<file path="config.mk">
export PLATFORM = sky130hd
export DESIGN_NAME = imu_offset_calibration_loop_top_flat
export DESIGN_NICKNAME = d
export VERILOG_FILES = /design/src/design/imoc_pkg.sv /design/src/design/imoc_if.sv /design/src/design/imoc_lane.sv /design/src/design/imoc_merge.sv /design/src/design/imoc_offset_cal_top.sv /design/src/flat_wrapper.sv
export VERILOG_INCLUDE_DIRS = /design/src /design/src/design
export SDC_FILE = /design/constraint.sdc
export NUM_CORES = 1
export LEC_CHECK = 0
export BUFFER_PORTS_ARGS = -buffer_cell sky130_fd_sc_hd__buf_2
export CORE_UTILIZATION = 60
export CTS_BUF_LIST = sky130_fd_sc_hd__clkbuf_2 sky130_fd_sc_hd__clkbuf_4 sky130_fd_sc_hd__clkbuf_8
export DETAILED_ROUTE_END_ITERATION = 6
export HOLD_SLACK_MARGIN = 0.1
export PLACE_DENSITY = 0.8
export RECOVER_POWER = 50
export SETUP_SLACK_MARGIN = 0.5
export SYNTH_ARGS = -nofsm -noshare
export SYNTH_HDL_FRONTEND = slang
export SYNTH_SLANG_ARGS = --single-unit
</file>
<file path="constraint.sdc">
create_clock -name i_clk -period 13.85 [get_ports i_clk]
set_input_delay 0.6925 -clock i_clk [delete_from_list [all_inputs] [get_ports i_clk]]
set_output_delay 0.6925 -clock i_clk [all_outputs]
set_load 0.03 [all_outputs]
</file>
<file path="src/design/assert_macros.svh">
// assertion macros used by the top-level design file
`ifndef ASSERT_MACROS_SVH
`define ASSERT_MACROS_SVH

`ifndef ASSERT_OFF

// check with active-low reset masking
`define ASSERT_RST(lbl, clk, rst_n, prop) \
    lbl: assert property (@(posedge clk) disable iff (!rst_n) prop) \
        else $error("imoc: check failed");

// check that holds in every cycle, reset included
`define ASSERT_ALL(lbl, clk, prop) \
    lbl: assert property (@(posedge clk) prop) \
        else $error("imoc: check failed");

`else

`define ASSERT_RST(lbl, clk, rst_n, prop)
`define ASSERT_ALL(lbl, clk, prop)

`endif

`endif

</file>
<file path="src/design/imoc_pkg.sv">
// types and constants of the imu offset calibration loop
`default_nettype none

package imoc_pkg;

    localparam int AXES       = 6;
    localparam int AXIS_ACC_Z = 2;

    localparam int WORD_W  = 16;
    localparam int QUOT_W  = 10;
    localparam int ERR_W   = 15;
    localparam int RANGE_W = 2;
    localparam int CIDX_W  = 2;

    // 1g level at the most sensitive range
    localparam logic [ERR_W-1:0] GRAVITY_BASE = 15'd16384;
    // bias added to negative values so the shift rounds toward zero
    localparam logic signed [WORD_W:0] DIV_ROUND = 17'sd63;
    localparam int DIV_SHIFT = 6;

    localparam logic [RANGE_W-1:0] RST_ACC_RANGE  = 2'd0;
    localparam logic [ERR_W-1:0]   RST_ERR_TARGET = 15'd8;
    localparam logic [WORD_W-1:0]  RST_ITER_LIMIT = 16'd100;

    typedef logic signed [WORD_W-1:0] t_word;
    typedef logic signed [QUOT_W-1:0] t_quot;
    typedef logic [ERR_W-1:0]         t_err;

    typedef enum logic [CIDX_W-1:0] {
        CFG_ACC_RANGE  = 2'd0,
        CFG_ERR_TARGET = 2'd1,
        CFG_ITER_LIMIT = 2'd2
    } t_cfg_idx;

    typedef enum logic {
        FUNC_SAMPLE = 1'b0,
        FUNC_LOAD   = 1'b1
    } t_func;

    // what the merge stage found for one sample
    typedef struct packed {
        logic hit_target;
        logic hit_limit;
    } t_verdict;

endpackage

`default_nettype wire

</file>
<file path="src/design/imoc_if.sv">
// handshake interfaces: sample/load words, result words, register writes
`default_nettype none

interface imoc_in_if import imoc_pkg::*; ();
    logic  valid;
    logic  ready;
    logic  func;
    t_word acc_x;
    t_word acc_y;
    t_word acc_z;
    t_word rate_x;
    t_word rate_y;
    t_word rate_z;

    modport source (
        output valid, func, acc_x, acc_y, acc_z, rate_x, rate_y, rate_z,
        input  ready
    );
    modport sink (
        input  valid, func, acc_x, acc_y, acc_z, rate_x, rate_y, rate_z,
        output ready
    );
endinterface

interface imoc_out_if import imoc_pkg::*; ();
    logic        valid;
    logic        ready;
    t_word       off_acc_x;
    t_word       off_acc_y;
    t_word       off_acc_z;
    t_word       off_rate_x;
    t_word       off_rate_y;
    t_word       off_rate_z;
    t_err        peak_error;
    logic [15:0] steps_done;
    logic        finished;
    logic        succeeded;

    modport source (
        output valid, off_acc_x, off_acc_y, off_acc_z, off_rate_x, off_rate_y,
               off_rate_z, peak_error, steps_done, finished, succeeded,
        input  ready
    );
    modport sink (
        input  valid, off_acc_x, off_acc_y, off_acc_z, off_rate_x, off_rate_y,
               off_rate_z, peak_error, steps_done, finished, succeeded,
        output ready
    );
endinterface

interface imoc_cfg_if import imoc_pkg::*; ();
    logic              valid;
    logic              ready;
    logic [CIDX_W-1:0] index;
    logic [WORD_W-1:0] data;

    modport source (output valid, index, data, input ready);
    modport sink   (input valid, index, data, output ready);
endinterface

`default_nettype wire

</file>
<file path="src/design/imoc_lane.sv">
// one axis lane: error, offset step (error / 64 toward zero) and saturated magnitude
`default_nettype none

module imoc_lane import imoc_pkg::*; (
    input  wire t_word             i_reading,
    input  wire logic [ERR_W-1:0]  i_bias,
    output t_quot                  o_quot,
    output t_err                   o_err
);

    logic signed [WORD_W:0] full;
    t_word                  wrapped;
    logic signed [WORD_W:0] rounded;
    logic [WORD_W:0]        mag;

    always_comb begin
        // full precision error
        full    = {i_reading[WORD_W-1], i_reading} - {2'b00, i_bias};
        // offset step uses the 16-bit wrapped error
        wrapped = full[WORD_W-1:0];
        rounded = {wrapped[WORD_W-1], wrapped} + (wrapped[WORD_W-1] ? DIV_ROUND : '0);
        o_quot  = rounded[DIV_SHIFT+QUOT_W-1:DIV_SHIFT];
        // magnitude saturates at the 15-bit ceiling
        mag     = full[WORD_W] ? (~full + 17'd1) : full;
        o_err   = (mag[WORD_W:ERR_W] != '0) ? '1 : mag[ERR_W-1:0];
    end

endmodule

`default_nettype wire

</file>
<file path="src/design/imoc_merge.sv">
// merge of the lane errors: peak magnitude and end-of-session verdict
`default_nettype none

module imoc_merge import imoc_pkg::*; (
    input  wire t_err              i_err [AXES],
    input  wire logic [ERR_W-1:0]  i_target,
    input  wire logic [WORD_W-1:0] i_limit,
    input  wire logic [WORD_W-1:0] i_step_next,
    output t_err                   o_peak,
    output t_verdict               o_verdict
);

    t_err m01;
    t_err m23;
    t_err m45;
    t_err m0123;

    always_comb begin
        m01    = (i_err[0] > i_err[1]) ? i_err[0] : i_err[1];
        m23    = (i_err[2] > i_err[3]) ? i_err[2] : i_err[3];
        m45    = (i_err[4] > i_err[5]) ? i_err[4] : i_err[5];
        m0123  = (m01 > m23) ? m01 : m23;
        o_peak = (m0123 > m45) ? m0123 : m45;

        o_verdict.hit_target = (o_peak < i_target);
        o_verdict.hit_limit  = (i_step_next >= i_limit);
    end

endmodule

`default_nettype wire

</file>
<file path="src/design/imoc_offset_cal_top.sv">
// top level of the imu offset calibration loop
`default_nettype none
`include "assert_macros.svh"

// an accepted word passes the stage 1 registers, then the output register, to its result word
// throughput: one word per cycle while the output side takes result words; the output register frees the input side
// stage 1: six axis lanes in parallel; stage 2: peak merge and session update
// the session state lives only in stage 2, so a word may follow in the next cycle
// reset (synchronous, active low): offsets zero, no session open, steps zero,
// acc range 0, error target 8, iteration limit 100, both pipeline stages empty

module imu_offset_calibration_loop_top import imoc_pkg::*; (
    input  wire logic  i_clk,
    input  wire logic  i_rst_n,
    imoc_in_if.sink    i_in,
    imoc_out_if.source o_out,
    imoc_cfg_if.sink   i_cfg
);

    // configuration registers
    logic [RANGE_W-1:0] r_acc_range;
    logic [ERR_W-1:0]   r_err_target;
    logic [WORD_W-1:0]  r_iter_limit;

    // session state
    t_word             r_off [AXES];
    logic [WORD_W-1:0] r_step;
    logic              r_over;
    logic              r_ok;

    t_word             n_off [AXES];
    logic [WORD_W-1:0] n_step;
    logic              n_over;
    logic              n_ok;
    t_err              n_peak;

    // stage 1 registers
    logic  r_s1_valid;
    logic  r_s1_func;
    t_word r_s1_raw  [AXES];
    t_quot r_s1_quot [AXES];
    t_err  r_s1_err  [AXES];

    // output register
    logic              r_out_valid;
    t_word             r_out_off [AXES];
    t_err              r_out_peak;
    logic [WORD_W-1:0] r_out_step;
    logic              r_out_over;
    logic              r_out_ok;

    logic              in_acc;
    logic              s1_go;
    logic [ERR_W-1:0]  gravity;
    logic [ERR_W-1:0]  bias [AXES];
    t_word             in_raw [AXES];
    t_quot             lane_quot [AXES];
    t_err              lane_err [AXES];
    t_err              peak;
    t_verdict          verdict;
    logic [WORD_W-1:0] step_next;

    // handshake: stage 1 drains into the output register whenever it is free
    assign s1_go      = r_s1_valid && (!r_out_valid || o_out.ready);
    assign i_in.ready = !r_s1_valid || s1_go;
    assign in_acc     = i_in.valid && i_in.ready;
    assign i_cfg.ready = 1'b1;

    // 1g level for the z accelerometer lane
    assign gravity = GRAVITY_BASE >> r_acc_range;

    assign in_raw[0] = i_in.acc_x;
    assign in_raw[1] = i_in.acc_y;
    assign in_raw[2] = i_in.acc_z;
    assign in_raw[3] = i_in.rate_x;
    assign in_raw[4] = i_in.rate_y;
    assign in_raw[5] = i_in.rate_z;

    // one lane per axis, only the z accelerometer carries the 1g bias
    for (genvar k = 0; k < AXES; k++) begin : g_lane
        assign bias[k] = (k == AXIS_ACC_Z) ? gravity : '0;

        imoc_lane u_lane (
            .i_reading (in_raw[k]),
            .i_bias    (bias[k]),
            .o_quot    (lane_quot[k]),
            .o_err     (lane_err[k])
        );
    end

    assign step_next = r_step + 16'd1;

    imoc_merge u_merge (
        .i_err       (r_s1_err),
        .i_target    (r_err_target),
        .i_limit     (r_iter_limit),
        .i_step_next (step_next),
        .o_peak      (peak),
        .o_verdict   (verdict)
    );

    // session update for the word leaving stage 1
    always_comb begin
        n_off  = r_off;
        n_step = r_step;
        n_over = r_over;
        n_ok   = r_ok;
        n_peak = '0;
        if (t_func'(r_s1_func) == FUNC_LOAD) begin
            n_off  = r_s1_raw;
            n_step = '0;
            n_ok   = 1'b0;
            // a zero limit closes the session straight away with failure
            n_over = (r_iter_limit == '0);
        end else if (!r_over) begin
            for (int k = 0; k < AXES; k++) begin
                n_off[k] = r_off[k] - {{(WORD_W-QUOT_W){r_s1_quot[k][QUOT_W-1]}},
                                       r_s1_quot[k]};
            end
            n_step = step_next;
            n_peak = peak;
            // success wins over the limit on the same step
            priority if (verdict.hit_target) begin
                n_over = 1'b1;
                n_ok   = 1'b1;
            end else if (verdict.hit_limit) begin
                n_over = 1'b1;
                n_ok   = 1'b0;
            end else begin
                // session stays open
                n_over = r_over;
                n_ok   = r_ok;
            end
        end
    end

    // control, configuration and session state
    always_ff @(posedge i_clk) begin
        if (!i_rst_n) begin
            r_acc_range  <= RST_ACC_RANGE;
            r_err_target <= RST_ERR_TARGET;
            r_iter_limit <= RST_ITER_LIMIT;
            r_off        <= '{default: '0};
            r_step       <= '0;
            r_over       <= 1'b1;
            r_ok         <= 1'b0;
            r_s1_valid   <= 1'b0;
            r_out_valid  <= 1'b0;
        end else begin
            if (i_cfg.valid) begin
                unique case (t_cfg_idx'(i_cfg.index))
                    CFG_ACC_RANGE:  r_acc_range  <= i_cfg.data[RANGE_W-1:0];
                    CFG_ERR_TARGET: r_err_target <= i_cfg.data[ERR_W-1:0];
                    CFG_ITER_LIMIT: r_iter_limit <= i_cfg.data;
                    default: ;
                endcase
            end

            if (in_acc) begin
                r_s1_valid <= 1'b1;
            end else if (s1_go) begin
                r_s1_valid <= 1'b0;
            end

            if (s1_go) begin
                r_out_valid <= 1'b1;
                r_off       <= n_off;
                r_step      <= n_step;
                r_over      <= n_over;
                r_ok        <= n_ok;
            end else if (o_out.ready) begin
                r_out_valid <= 1'b0;
            end
        end
    end

    // payload registers
    always_ff @(posedge i_clk) begin
        if (in_acc) begin
            r_s1_func <= i_in.func;
            r_s1_raw  <= in_raw;
            r_s1_quot <= lane_quot;
            r_s1_err  <= lane_err;
        end
        if (s1_go) begin
            r_out_off  <= n_off;
            r_out_peak <= n_peak;
            r_out_step <= n_step;
            r_out_over <= n_over;
            r_out_ok   <= n_ok;
        end
    end

    assign o_out.valid      = r_out_valid;
    assign o_out.off_acc_x  = r_out_off[0];
    assign o_out.off_acc_y  = r_out_off[1];
    assign o_out.off_acc_z  = r_out_off[2];
    assign o_out.off_rate_x = r_out_off[3];
    assign o_out.off_rate_y = r_out_off[4];
    assign o_out.off_rate_z = r_out_off[5];
    assign o_out.peak_error = r_out_peak;
    assign o_out.steps_done = r_out_step;
    assign o_out.finished   = r_out_over;
    assign o_out.succeeded  = r_out_ok;

    // a session can only succeed once it has ended
    `ASSERT_RST(a_ok_needs_over, i_clk, i_rst_n, r_ok |-> r_over)
    // a word held in stage 1 is never dropped
    `ASSERT_RST(a_s1_kept, i_clk, i_rst_n, (r_s1_valid && !s1_go) |=> r_s1_valid)
    // a load with a nonzero limit opens a fresh session
    `ASSERT_RST(a_load_opens, i_clk, i_rst_n,
                (s1_go && r_s1_func && (r_iter_limit != '0)) |=> (!r_over && (r_step == '0)))
    // the result word reports success only for an ended session
    `ASSERT_RST(a_out_ok_over, i_clk, i_rst_n, r_out_valid |-> (!r_out_ok || r_out_over))

endmodule

`default_nettype wire
</file>
<file path="src/flat_wrapper.sv">
// flat-port wrapper written by rule: the top's interface ports become plain ports
module imu_offset_calibration_loop_top_flat import imoc_pkg::*;
  (i_clk, i_rst_n, i_in_valid, i_in_func, i_in_acc_x, i_in_acc_y, i_in_acc_z, i_in_rate_x, i_in_rate_y, i_in_rate_z, i_in_ready, o_out_valid, o_out_off_acc_x, o_out_off_acc_y, o_out_off_acc_z, o_out_off_rate_x, o_out_off_rate_y, o_out_off_rate_z, o_out_peak_error, o_out_steps_done, o_out_finished, o_out_succeeded, o_out_ready, i_cfg_valid, i_cfg_index, i_cfg_data, i_cfg_ready);
  imoc_in_if i_in_i ();
  imoc_out_if o_out_i ();
  imoc_cfg_if i_cfg_i ();
  input  wire logic i_clk;
  input  wire logic i_rst_n;
  input wire logic [$bits(i_in_i.valid)-1:0] i_in_valid;
  input wire logic [$bits(i_in_i.func)-1:0] i_in_func;
  input wire logic [$bits(i_in_i.acc_x)-1:0] i_in_acc_x;
  input wire logic [$bits(i_in_i.acc_y)-1:0] i_in_acc_y;
  input wire logic [$bits(i_in_i.acc_z)-1:0] i_in_acc_z;
  input wire logic [$bits(i_in_i.rate_x)-1:0] i_in_rate_x;
  input wire logic [$bits(i_in_i.rate_y)-1:0] i_in_rate_y;
  input wire logic [$bits(i_in_i.rate_z)-1:0] i_in_rate_z;
  output wire logic [$bits(i_in_i.ready)-1:0] i_in_ready;
  output wire logic [$bits(o_out_i.valid)-1:0] o_out_valid;
  output wire logic [$bits(o_out_i.off_acc_x)-1:0] o_out_off_acc_x;
  output wire logic [$bits(o_out_i.off_acc_y)-1:0] o_out_off_acc_y;
  output wire logic [$bits(o_out_i.off_acc_z)-1:0] o_out_off_acc_z;
  output wire logic [$bits(o_out_i.off_rate_x)-1:0] o_out_off_rate_x;
  output wire logic [$bits(o_out_i.off_rate_y)-1:0] o_out_off_rate_y;
  output wire logic [$bits(o_out_i.off_rate_z)-1:0] o_out_off_rate_z;
  output wire logic [$bits(o_out_i.peak_error)-1:0] o_out_peak_error;
  output wire logic [$bits(o_out_i.steps_done)-1:0] o_out_steps_done;
  output wire logic [$bits(o_out_i.finished)-1:0] o_out_finished;
  output wire logic [$bits(o_out_i.succeeded)-1:0] o_out_succeeded;
  input wire logic [$bits(o_out_i.ready)-1:0] o_out_ready;
  input wire logic [$bits(i_cfg_i.valid)-1:0] i_cfg_valid;
  input wire logic [$bits(i_cfg_i.index)-1:0] i_cfg_index;
  input wire logic [$bits(i_cfg_i.data)-1:0] i_cfg_data;
  output wire logic [$bits(i_cfg_i.ready)-1:0] i_cfg_ready;
  assign i_in_i.valid = i_in_valid;
  assign i_in_i.func = i_in_func;
  assign i_in_i.acc_x = i_in_acc_x;
  assign i_in_i.acc_y = i_in_acc_y;
  assign i_in_i.acc_z = i_in_acc_z;
  assign i_in_i.rate_x = i_in_rate_x;
  assign i_in_i.rate_y = i_in_rate_y;
  assign i_in_i.rate_z = i_in_rate_z;
  assign i_in_ready = i_in_i.ready;
  assign o_out_valid = o_out_i.valid;
  assign o_out_off_acc_x = o_out_i.off_acc_x;
  assign o_out_off_acc_y = o_out_i.off_acc_y;
  assign o_out_off_acc_z = o_out_i.off_acc_z;
  assign o_out_off_rate_x = o_out_i.off_rate_x;
  assign o_out_off_rate_y = o_out_i.off_rate_y;
  assign o_out_off_rate_z = o_out_i.off_rate_z;
  assign o_out_peak_error = o_out_i.peak_error;
  assign o_out_steps_done = o_out_i.steps_done;
  assign o_out_finished = o_out_i.finished;
  assign o_out_succeeded = o_out_i.succeeded;
  assign o_out_i.ready = o_out_ready;
  assign i_cfg_i.valid = i_cfg_valid;
  assign i_cfg_i.index = i_cfg_index;
  assign i_cfg_i.data = i_cfg_data;
  assign i_cfg_ready = i_cfg_i.ready;
  imu_offset_calibration_loop_top u_core (.i_clk(i_clk), .i_rst_n(i_rst_n), .i_in(i_in_i), .o_out(o_out_i), .i_cfg(i_cfg_i));
endmodule
</file>
=== After elaboration in Yosys (flattened, before gate mapping) ===
Index checks and enable logic that the tools add are counted.

* Add/subtract/negate cells: 20
* Order comparisons: 7
* Equal/unequal tests: 2
* Shift-type cells: 1
* Multiplexer cells: 33
* Bitwise operators: 6
* Reduce and logical (&&, ||, !) cells: 20

{| class="wikitable"
|+ Operators with widths
! kind !! number
|-
| 96-bit 2-to-1 mux || 2
|-
| 17-bit by 1-bit adder with 17-bit output (second input constant) || 6
|-
| 17-bit 2-to-1 mux || 6
|-
| 17-bit inverter || 6
|-
| 16-bit by 7-bit adder with 16-bit output || 6
|-
| 16-bit subtractor || 6
|-
| 15-bit greater-than comparator || 5
|-
| 15-bit 2-to-1 mux || 5
|-
| 6-bit 2-to-1 mux || 6
|-
| 16-bit 2-to-1 mux || 2
|-
| 16-bit by 16-bit subtractor with 17-bit output || 1
|-
| 16-bit by 1-bit adder with 16-bit output (second input constant) || 1
|-
| 16-bit >= comparator || 1
|-
| 16-bit zero test || 1
|-
| 2-bit nonzero test || 8
|-
| 15-bit < comparator || 1
|-
| 15-bit by 2-bit >> shifter with 15-bit output (first input constant) || 1
|-
| 1-bit 2-to-1 mux || 12
|-
| 2-bit AND reduction || 3
|-
| 2-bit by 1-bit equality test with 1-bit output (second input constant) || 1
|-
| 2-bit equality test (second input constant) || 1
|-
| 1-bit logical AND || 2
|-
| 1-bit zero test || 2
|-
| 2-bit zero test || 1
|-
| 2 further kinds || 3
|}

* Register bits: 525
* Input bits: 120
* Output and inout bits: 132
* Logic and storage cells: 132

=== Depth between registers and ports, before layout ===
Gate-level depths: netlist of the first run.

* Depth in word-level cells: 10
* Gate-level depth with buffers: 36
* Depth with buffers taken out: 33

=== Cells and area by module ===
From an unflattened synthesis of the first run, not the netlist that was laid out.

* Cells, all modules: 4028
* Area total of the unflattened synthesis: 37927.6 um^2

{| class="wikitable"
|+ By module, submodules not included
! module !! instances !! cells an instance !! area each (um^2) !! sequential area each (um^2)
|-
| imu_offset_calibration_loop_top || 1 || 2137 || 24230.7 || 14273.7
|-
| imoc_lane at u_core.g_lane[0].u_lane ... || 3 || 225 || 1604.0 || 0.0
|-
| imoc_merge || 1 || 469 || 3509.6 || 0.0
|-
| imoc_lane at u_core.g_lane[1].u_lane ... || 2 || 240 || 1714.1 || 0.0
|-
| imoc_lane at u_core.g_lane[2].u_lane || 1 || 267 || 1946.9 || 0.0
|}

=== Least setup slack after synthesis of the first run ===
Ideal clock, no wire load.

* Path kind: flip-flop to flip-flop
* Start point: reg u_core.r_s1_err[89] in the netlist's numbering
* End point: reg u_core.r_ok
* Library setup time: 58 ps
* Arrival: 7274 ps
* Data required time: 13792 ps
* Path slack: 6518 ps
* Stages on the path, launching flop included: 35
* Buffers on the path: 3
* Clock period less this slack: 7332 ps
* Cells stage by stage: edfxtp_1 ha_1 nand4_1 nor3_1 o31ai_1 a32oi_2 buf_2 mux2i_1 inv_1 ha_1 and4_1 and3_1 o21ai_0 a22oi_1 buf_2 mux2i_1 ha_1 a21oi_1 o21ai_0 a221oi_1 o211ai_1 nand2_1 clkbuf_1 nor2_1 a21oi_1 ha_1 a21o_1 a21o_1 a21o_1 a21o_1 a21oi_1 o21ai_0 or4_1 o21ai_0 o21a_1

* Longest elaborated chain between the ends: 10

{| class="wikitable"
|+ Ends and longest elaborated chain
! item !! line !! RTL
|-
| from (decl) || imoc_offset_cal_top.sv:42 || <nowiki>t_err r_s1_err [AXES];</nowiki>
|-
| from (signal assigned) || imoc_offset_cal_top.sv:183 || <nowiki>r_s1_err <= lane_err;</nowiki>
|-
| 15-bit greater-than comparator || imoc_merge.sv:19 || <nowiki>m01 = (i_err[0] > i_err[1]) ? i_err[0] : i_err[1];</nowiki>
|-
| 15-bit 2-to-1 mux * || imoc_merge.sv:19 ||
|-
| 15-bit greater-than comparator || imoc_merge.sv:22 || <nowiki>m0123 = (m01 > m23) ? m01 : m23;</nowiki>
|-
| 15-bit 2-to-1 mux * || imoc_merge.sv:22 ||
|-
| 15-bit greater-than comparator || imoc_merge.sv:23 || <nowiki>o_peak = (m0123 > m45) ? m0123 : m45;</nowiki>
|-
| 15-bit 2-to-1 mux * || imoc_merge.sv:23 ||
|-
| via u_core.peak[8] || imoc_offset_cal_top.sv:59 || <nowiki>t_err peak;</nowiki>
|-
| 15-bit < comparator * || imoc_merge.sv:25 || <nowiki>o_verdict.hit_target = (o_peak < i_target);</nowiki>
|-
| 1-bit 2-to-1 mux * || imoc_offset_cal_top.sv:123 || <nowiki>priority if (verdict.hit_target) begin</nowiki>
|-
| 1-bit 2-to-1 mux * || imoc_offset_cal_top.sv:115 || <nowiki>end else if (!r_over) begin</nowiki>
|-
| 1-bit 2-to-1 mux * || imoc_offset_cal_top.sv:109 || <nowiki>if (t_func'(r_s1_func) == FUNC_LOAD) begin</nowiki>
|-
| to (signal assigned) || imoc_offset_cal_top.sv:170 || <nowiki>r_ok <= n_ok;</nowiki>
|-
| to (decl) || imoc_offset_cal_top.sv:29 || <nowiki>logic r_ok;</nowiki>
|}

The timed path passes the listed nets; every way through them passes the cells marked *.
A chain may end at the register's enable or synchronous reset.

=== Worst setup path after layout of the first run ===
* Start point: reg u_core.r_out_valid, in the netlist u_core.o_out.valid
* End point: reg u_core.r_off[91] in the netlist's numbering

* Longest elaborated chain between the ends: 3

{| class="wikitable"
|+ Ends and longest elaborated chain
! item !! line !! RTL
|-
| from (decl) || imoc_offset_cal_top.sv:45 || <nowiki>logic r_out_valid;</nowiki>
|-
| from (signal assigned) || imoc_offset_cal_top.sv:148 || <nowiki>r_out_valid <= 1'b0;</nowiki>
|-
| from (signal assigned) || imoc_offset_cal_top.sv:166 || <nowiki>r_out_valid <= 1'b1;</nowiki>
|-
| from (signal assigned) || imoc_offset_cal_top.sv:172 || <nowiki>r_out_valid <= 1'b0;</nowiki>
|-
| 1-bit zero test || imoc_offset_cal_top.sv:64 || <nowiki>assign s1_go = r_s1_valid && (!r_out_valid || o_out.ready);</nowiki>
|-
| 1-bit logical OR || imoc_offset_cal_top.sv:64 ||
|-
| 1-bit logical AND || imoc_offset_cal_top.sv:64 ||
|-
| to (signal assigned) || imoc_offset_cal_top.sv:167 || <nowiki>r_off <= n_off;</nowiki>
|-
| to (decl) || imoc_offset_cal_top.sv:26 || <nowiki>t_word r_off [AXES];</nowiki>
|}

Every way passes these cells.

==> qor.yml, run 1 <==
cts_tree: "built"
setup.worst_path.end_class: "register"
crit_path_start_kind: "register"
die-height_um: 227.6
synth_warnings: 0
grt_pass1_wl_um: 124500
insertion_delay_ns: 0.70
clk_pin_slew_worst_paths_ns: 0.07
post_drt_wl_per_cell_um: 19.88
min_path_type: "primary input to register"
clock_sinks: 525
p_leak_nw: 13.53
syn-instance-count: 3082
hold_buffers: 0
report.final.slew_viol_count: 705
tns_ns: 0
ys_async_sr_fraction: 0
post_cts_buffers: 0
min_from: "i_in_func"
htreeDepth: 3
required_ns: 14.37
synth-edff-count: 376
first_pass_iters: 7
power_density_nw_per_um2: 131.6
synthToLayoutAreaGrowth_pct: 11.12
cts.path.max_buffers: 3
synth_seq_area_share: 0.4675
fp.coreArea_um2: 50170
cts_root_buf: "clkbuf_8"
antenna_found_initial: 2
drt_iter0_drc: 1998
ys_ff_latch: 525
peakVddDrop_mv: 0.07874
final_nets: 3666
relSlewSlack: -2.033
wirelength_um: 80510
arrival_ns: 9.74
via_per_inst: 5.986
status: "finished with violations"
skew_ns: 0.02822
num_antenna_cells: 0
fmax_mhz: 108.6
port-buffer-count: 250
die_area_um2: 51790
cts-resized-gates: 0
synth_cell_types: 68
avgSynthCellArea_um2: 9.906
io_pins: 252
gr-total-overflow: 0
rsz0062_at_grt: "false"
synth_ff_type: "edfxtp_1"
nFillCells: 3892
startpoint: "u_core.o_out.valid$_SDFFE_PN0P_"
violations: "DRC, capacitance limit, slew limit"
worst-setup-path-type: "register to register"
cp_max_fo: 107
finalPower_mw: 4.465
place_congestion: 0.9418
drive_gt1_frac: 0.07581
dp_hpwl_um: 56810
post-route-period-util: 0.6651
grt_pass1_vias: 23610
cts_buffers: 87
r2r-start: "u_core.o_out.valid$_SDFFE_PN0P_"
num_vias: 24240
setup_viol: 0
drv_cap: 12
grt_max_degree: 108
syn_area_um2: 30530
placementRows: 82
syn-num-nets: 3444
hold_viol: 0
tightestPinTransition_ns: 4.550
die_w_um: 227.6
drc: 2
initial_core_util: 0.6085
drtAntennaViolNets: 0
layout_min_cycle_time_ns: 9.211
track_usage: 0.3105
-- cell type report --
type	instances	area, µm²	area share
clock buffers	114	1431	0.04219
clock inverters	48	564.3	0.01663
inverters	203	765.7	0.02257
multi-input cells	2219	14970	0.4413
flip-flops and latches	525	14270	0.4207
well taps	672	840.8	0.02478
repair buffers	268	1077	0.03175
-- final timing paths --
kind,depth (start not counted),endpoint,slack [ns]
max,5,u_core.r_off[91]$_SDFFE_PN0P_,4.64
min,1,u_core.r_s1_func$_DFFE_PP_,0.20
max reg2reg,5,u_core.r_off[91]$_SDFFE_PN0P_,4.64
min reg2reg,2,u_core.r_off[16]$_SDFFE_PN0P_,0.45
-- cell families after synthesis --
family	Yosys count	share of synthesized area
flops	525	0.4675
fa+ha+maj	242	0.1007
other cells	1	0.0001228
simple gates	982	0.1504
buf+inv	338	0.04188
compound gates	664	0.1373
xor+xnor	193	0.05537
mux	137	0.04676
-- critical path, cell delays in order, from the launching register on --
cell and delay [ns]:
dfxtp_1 0.32, nor2b_1 0.24, nand2b_1 1.58, clkinvlp_2 4.53, nand2_1 2.06, o31ai_1 0.11
-- cell usage in the layout, fill, tap and decap left out, types with 11 or more instances in the layout --
master	n
a31oi_1	23
nand2_1	399
clkbuf_4	22
and2_1	30
clkbuf_1	235
o31ai_1	39
bufinv_16	13
a31o_2	11
mux2i_1	92
inv_1	199
xor2_1	92
clkbuf_8	92
nor3_1	72
or3_1	29
clkinv_1	13
nand3_1	73
or2_2	12
a221oi_1	11
clkinv_2	16
nor2b_1	30
ha_1	236
buf_4	12
nor4_1	15
nor2_1	183
dfxtp_1	149
a21oi_1	232
or4_1	15
edfxtp_1	376
nand4_1	22
o21a_1	54
o311ai_0	19
xnor2_1	101
a21o_1	41
mux2_2	39
o211ai_1	42
o21ai_0	120
nand2b_1	44
and3_1	30
buf_2	21
-- layer usage --
| metal | vias to the layer above | routed length (µm) | GRT usage |
|---|---|---|---|
| li1 | 11550 | - | - |
| met1 | 11620 | 34330 | 0.4035 |
| met2 | 898 | 38480 | 0.5160 |
| met3 | 172 | 5403 | 0.05447 |
| met4 | 4 | 2275 | 0.1204 |
| met5 | - | 21 | 0 |
-- state kept, by name, indices dropped and copies added, names as in the netlist, 2 cells and up --
| register | count |
|---|---|
| u_core.r_s1_err | 90 |
| u_core.o_out.steps_done | 16 |
| u_core.r_iter_limit | 16 |
| u_core.o_out.off_acc_y | 16 |
| u_core.r_acc_range | 2 |
| u_core.o_out.off_rate_x | 16 |
| u_core.o_out.off_acc_z | 16 |
| u_core.o_out.off_rate_y | 16 |
| u_core.r_s1_quot | 60 |
| u_core.r_step | 16 |
| u_core.r_s1_raw | 96 |
| u_core.r_off | 96 |
| u_core.o_out.peak_error | 15 |
| u_core.o_out.off_acc_x | 16 |
| u_core.r_err_target | 15 |
| u_core.o_out.off_rate_z | 16 |
-- cells in the mapped netlist, drive strengths merged (7+ instances only) --
| cell type | number | area (µm²) |
|---|---|---|
| a211oi | 9 | 67.56 |
| a21boi | 8 | 60.06 |
| a21o | 41 | 307.8 |
| a21oi | 233 | 1166 |
| a221oi | 11 | 96.34 |
| a31o | 11 | 96.34 |
| a31oi | 23 | 143.9 |
| and2 | 31 | 193.9 |
| and3 | 31 | 195.2 |
| and4 | 7 | 61.31 |
| buf | 21 | 88.83 |
| clkbuf | 114 | 427.9 |
| dfxtp | 149 | 2983 |
| edfxtp | 376 | 11290 |
| ha | 236 | 2953 |
| inv | 202 | 758.2 |
| mux2 | 45 | 506.7 |
| mux2i | 92 | 920.9 |
| nand2 | 399 | 1498 |
| nand2b | 44 | 275.3 |
| nand3 | 73 | 365.4 |
| nand3b | 9 | 67.56 |
| nand4 | 22 | 137.6 |
| nor2 | 184 | 690.7 |
| nor2b | 30 | 187.7 |
| nor3 | 72 | 360.4 |
| nor4 | 15 | 93.84 |
| o211ai | 42 | 315.3 |
| o21a | 54 | 405.4 |
| o21ai | 121 | 605.6 |
| o311ai | 20 | 175.2 |
| o31ai | 39 | 292.8 |
| o41ai | 9 | 78.83 |
| or2 | 12 | 75.07 |
| or3 | 29 | 186.4 |
| or4 | 17 | 142.6 |
| xnor2 | 101 | 884.6 |
| xor2 | 92 | 805.8 |
-- metrics by stage --
step                instances  worst slack (ns)  utilization  hold slack [ns]  instance area [µm²]
global placement         3887             5.526       0.6432           0.4434                32270
CTS                      4049             5.300       0.6830           0.1580                34270
finish                   4049             4.639       0.6762           0.1955                33930
floorplan                3082             6.518            -           0.4363                30530
detailed placement       3887             5.385       0.6432           0.4471                32270
global route             4049             3.862       0.6762           0.1819                33930
-- where the power goes --
part | switching, mW | internal, mW
Combinational | 0.651 | 0.371
Sequential | 0.0557 | 1.81
Clock | 0.655 | 0.921
Total | 1.36 | 3.10
No activity file was read; power rests on OpenSTA's default activity.
==> run 2: changes to the inputs <==
==> constraint.sdc (replaced) <==
create_clock -name i_clk -period 9.2 [get_ports i_clk]
set_input_delay 0.46 -clock i_clk [delete_from_list [all_inputs] [get_ports i_clk]]
set_output_delay 0.46 -clock i_clk [all_outputs]
set_load 0.03 [all_outputs]
==> run 2 against run 1 <==
  * The flow still finishes with violations (DRC, capacitance limit, slew limit)
  * Maximum frequency up 11%
  * Highest routed layer is now met4
  * Final cell count up 2.9%
  * Largest cell class unchanged
  * Utilization up 2.6 points
  * Combinational power up 56%
==> qor.yml, run 2 (synthesis gave the netlist of run 1 again) <==
status: "finished with violations"
violations: "DRC, capacitance limit, slew limit"
relSlewSlack: -2.144
hold_viol: 0
fin_ws_ns: 0.9211
drtAntennaViolNets: 0
initial_core_util: 0.6085
insertion_delay_ns: 0.70
wirelength_um: 83300
required_ns: 9.37
synthToLayoutAreaGrowth_pct: 15.41
rsz0062_at_grt: "false"
power_density_nw_per_um2: 196.3
tightestPinTransition_ns: 4.716
final_common_cell: "nand2_1"
r2r_cells: 4
track_usage: 0.3167
first_pass_iters: 7
post_drt_wl_per_cell_um: 19.98
num_vias: 24980
setup.worst_path.end_class: "register"
final_area_um2: 35240
setup_viol: 0
placementRows: 82
worst-setup-path-type: "register to register"
cts_root_buf: "clkbuf_8"
die-height_um: 227.6
post-route-period-util: 0.8999
arrival_ns: 8.45
place_congestion: 0.9442
pre_cts_slack_ns: 0.5716
tns_ns: 0
min_path_type: "primary input to register"
hold_depth: 4
fmax_mhz: 120.8
io_pins: 252
clk_pin_slew_worst_paths_ns: 0.06
gr-total-overflow: 0
peakVddDrop_mv: 0.1374
layout_min_cycle_time_ns: 8.279
crit_path_start_kind: "register"
htreeDepth: 3
grt_max_degree: 180
holdWs_ns: 0.2345
report.final.slew_viol_count: 594
final_cell_mix: "nand2_1, edfxtp_1, ha_1, clkbuf_1, a21oi_1"
rrSetupSlack_ns: 0.92
place_area_um2: 32290
clock_sinks: 525
die_w_um: 227.6
dp_hpwl_um: 56850
p_leak_nw: 14.09
drive_gt1_frac: 0.07956
cts_tree: "built"
port-buffer-count: 250
grt_pass1_vias: 24250
drt_iter0_drc: 2065
final_nets: 3778
layout.core_utilization: 0.7023
post_cts_buffers: 0
fp.coreArea_um2: 50170
cp_max_fo: 179
cts_buffers: 91
grt_pass1_wl_um: 127400
skew_ns: 0.02617
cts.path.max_buffers: 3
reg_top3: "u_core.r_off: 96 flops, u_core.r_s1_raw: 96 flops, u_core.r_s1_err: 90 flops"
drv_cap: 9
drc: 2
via_per_inst: 5.993
antenna_found_initial: 1
die_area_um2: 51790
## run 2: where the power goes
group	internal, mW	switching (mW)
Combinational	0.591	0.995
Clock	1.49	1.02
Sequential	2.73	0.0887
Total	4.81	2.11
## run 2: timing repair
item,CTS,global route
pin swaps,0,0
gates cloned,0,0
hold buffers,109,0
endpoints found under the hold margin,128,0
gates resized for setup,1,3
setup endpoints to repair,1,3
## run 2: final timing paths
| check | startpoint | end |
|---|---|---|
| hold / removal | i_cfg_index[0] | u_core.r_acc_range[0]$_SDFFE_PN0P_ |
| setup / recovery | u_core.o_out.valid$_SDFFE_PN0P_ | u_core.r_s1_raw[72]$_DFFE_PP_ |
| setup reg to reg | u_core.o_out.valid$_SDFFE_PN0P_ | u_core.r_s1_raw[72]$_DFFE_PP_ |
| hold reg to reg | u_core.r_off[0]$_SDFFE_PN0P_ | u_core.r_off[0]$_SDFFE_PN0P_ |
## run 2: layout make-up
class                      instances  area, µm²
antenna                            2      5.005
timing repair buffer             376       2176
inverter                         203      773.2
clock inverter                    42      528.0
sequential                       525      14270
multi-input combinational       2219      15010
fill                            3772      14930
tap                              672      840.8
clock buffer                     129       1632
## run 2: metrics by stage
stage / total power, mW / instances
floorplan: 3.944 / 3082
global placement: 4.319 / 3886
detailed placement: 4.378 / 3886
CTS: 6.908 / 4166
global route: 7.219 / 4167
finish: 6.918 / 4168
## run 2: layer usage
metal	track usage	vias to the layer above	share of wire
met5	0	-	0
met2	0.5340	1023	0.48
met1	0.3981	11980	0.41
li1	-	11770	-
met3	0.05279	209	0.071
met4	0.1446	0	0.036
## run 2: worst max-delay path: stages (launching register included)
cell and delay [ns]:
dfxtp_1 0.31, nor2b_1 0.16, nand2_1 0.10, and2_0 3.33, clkbuf_2 3.48
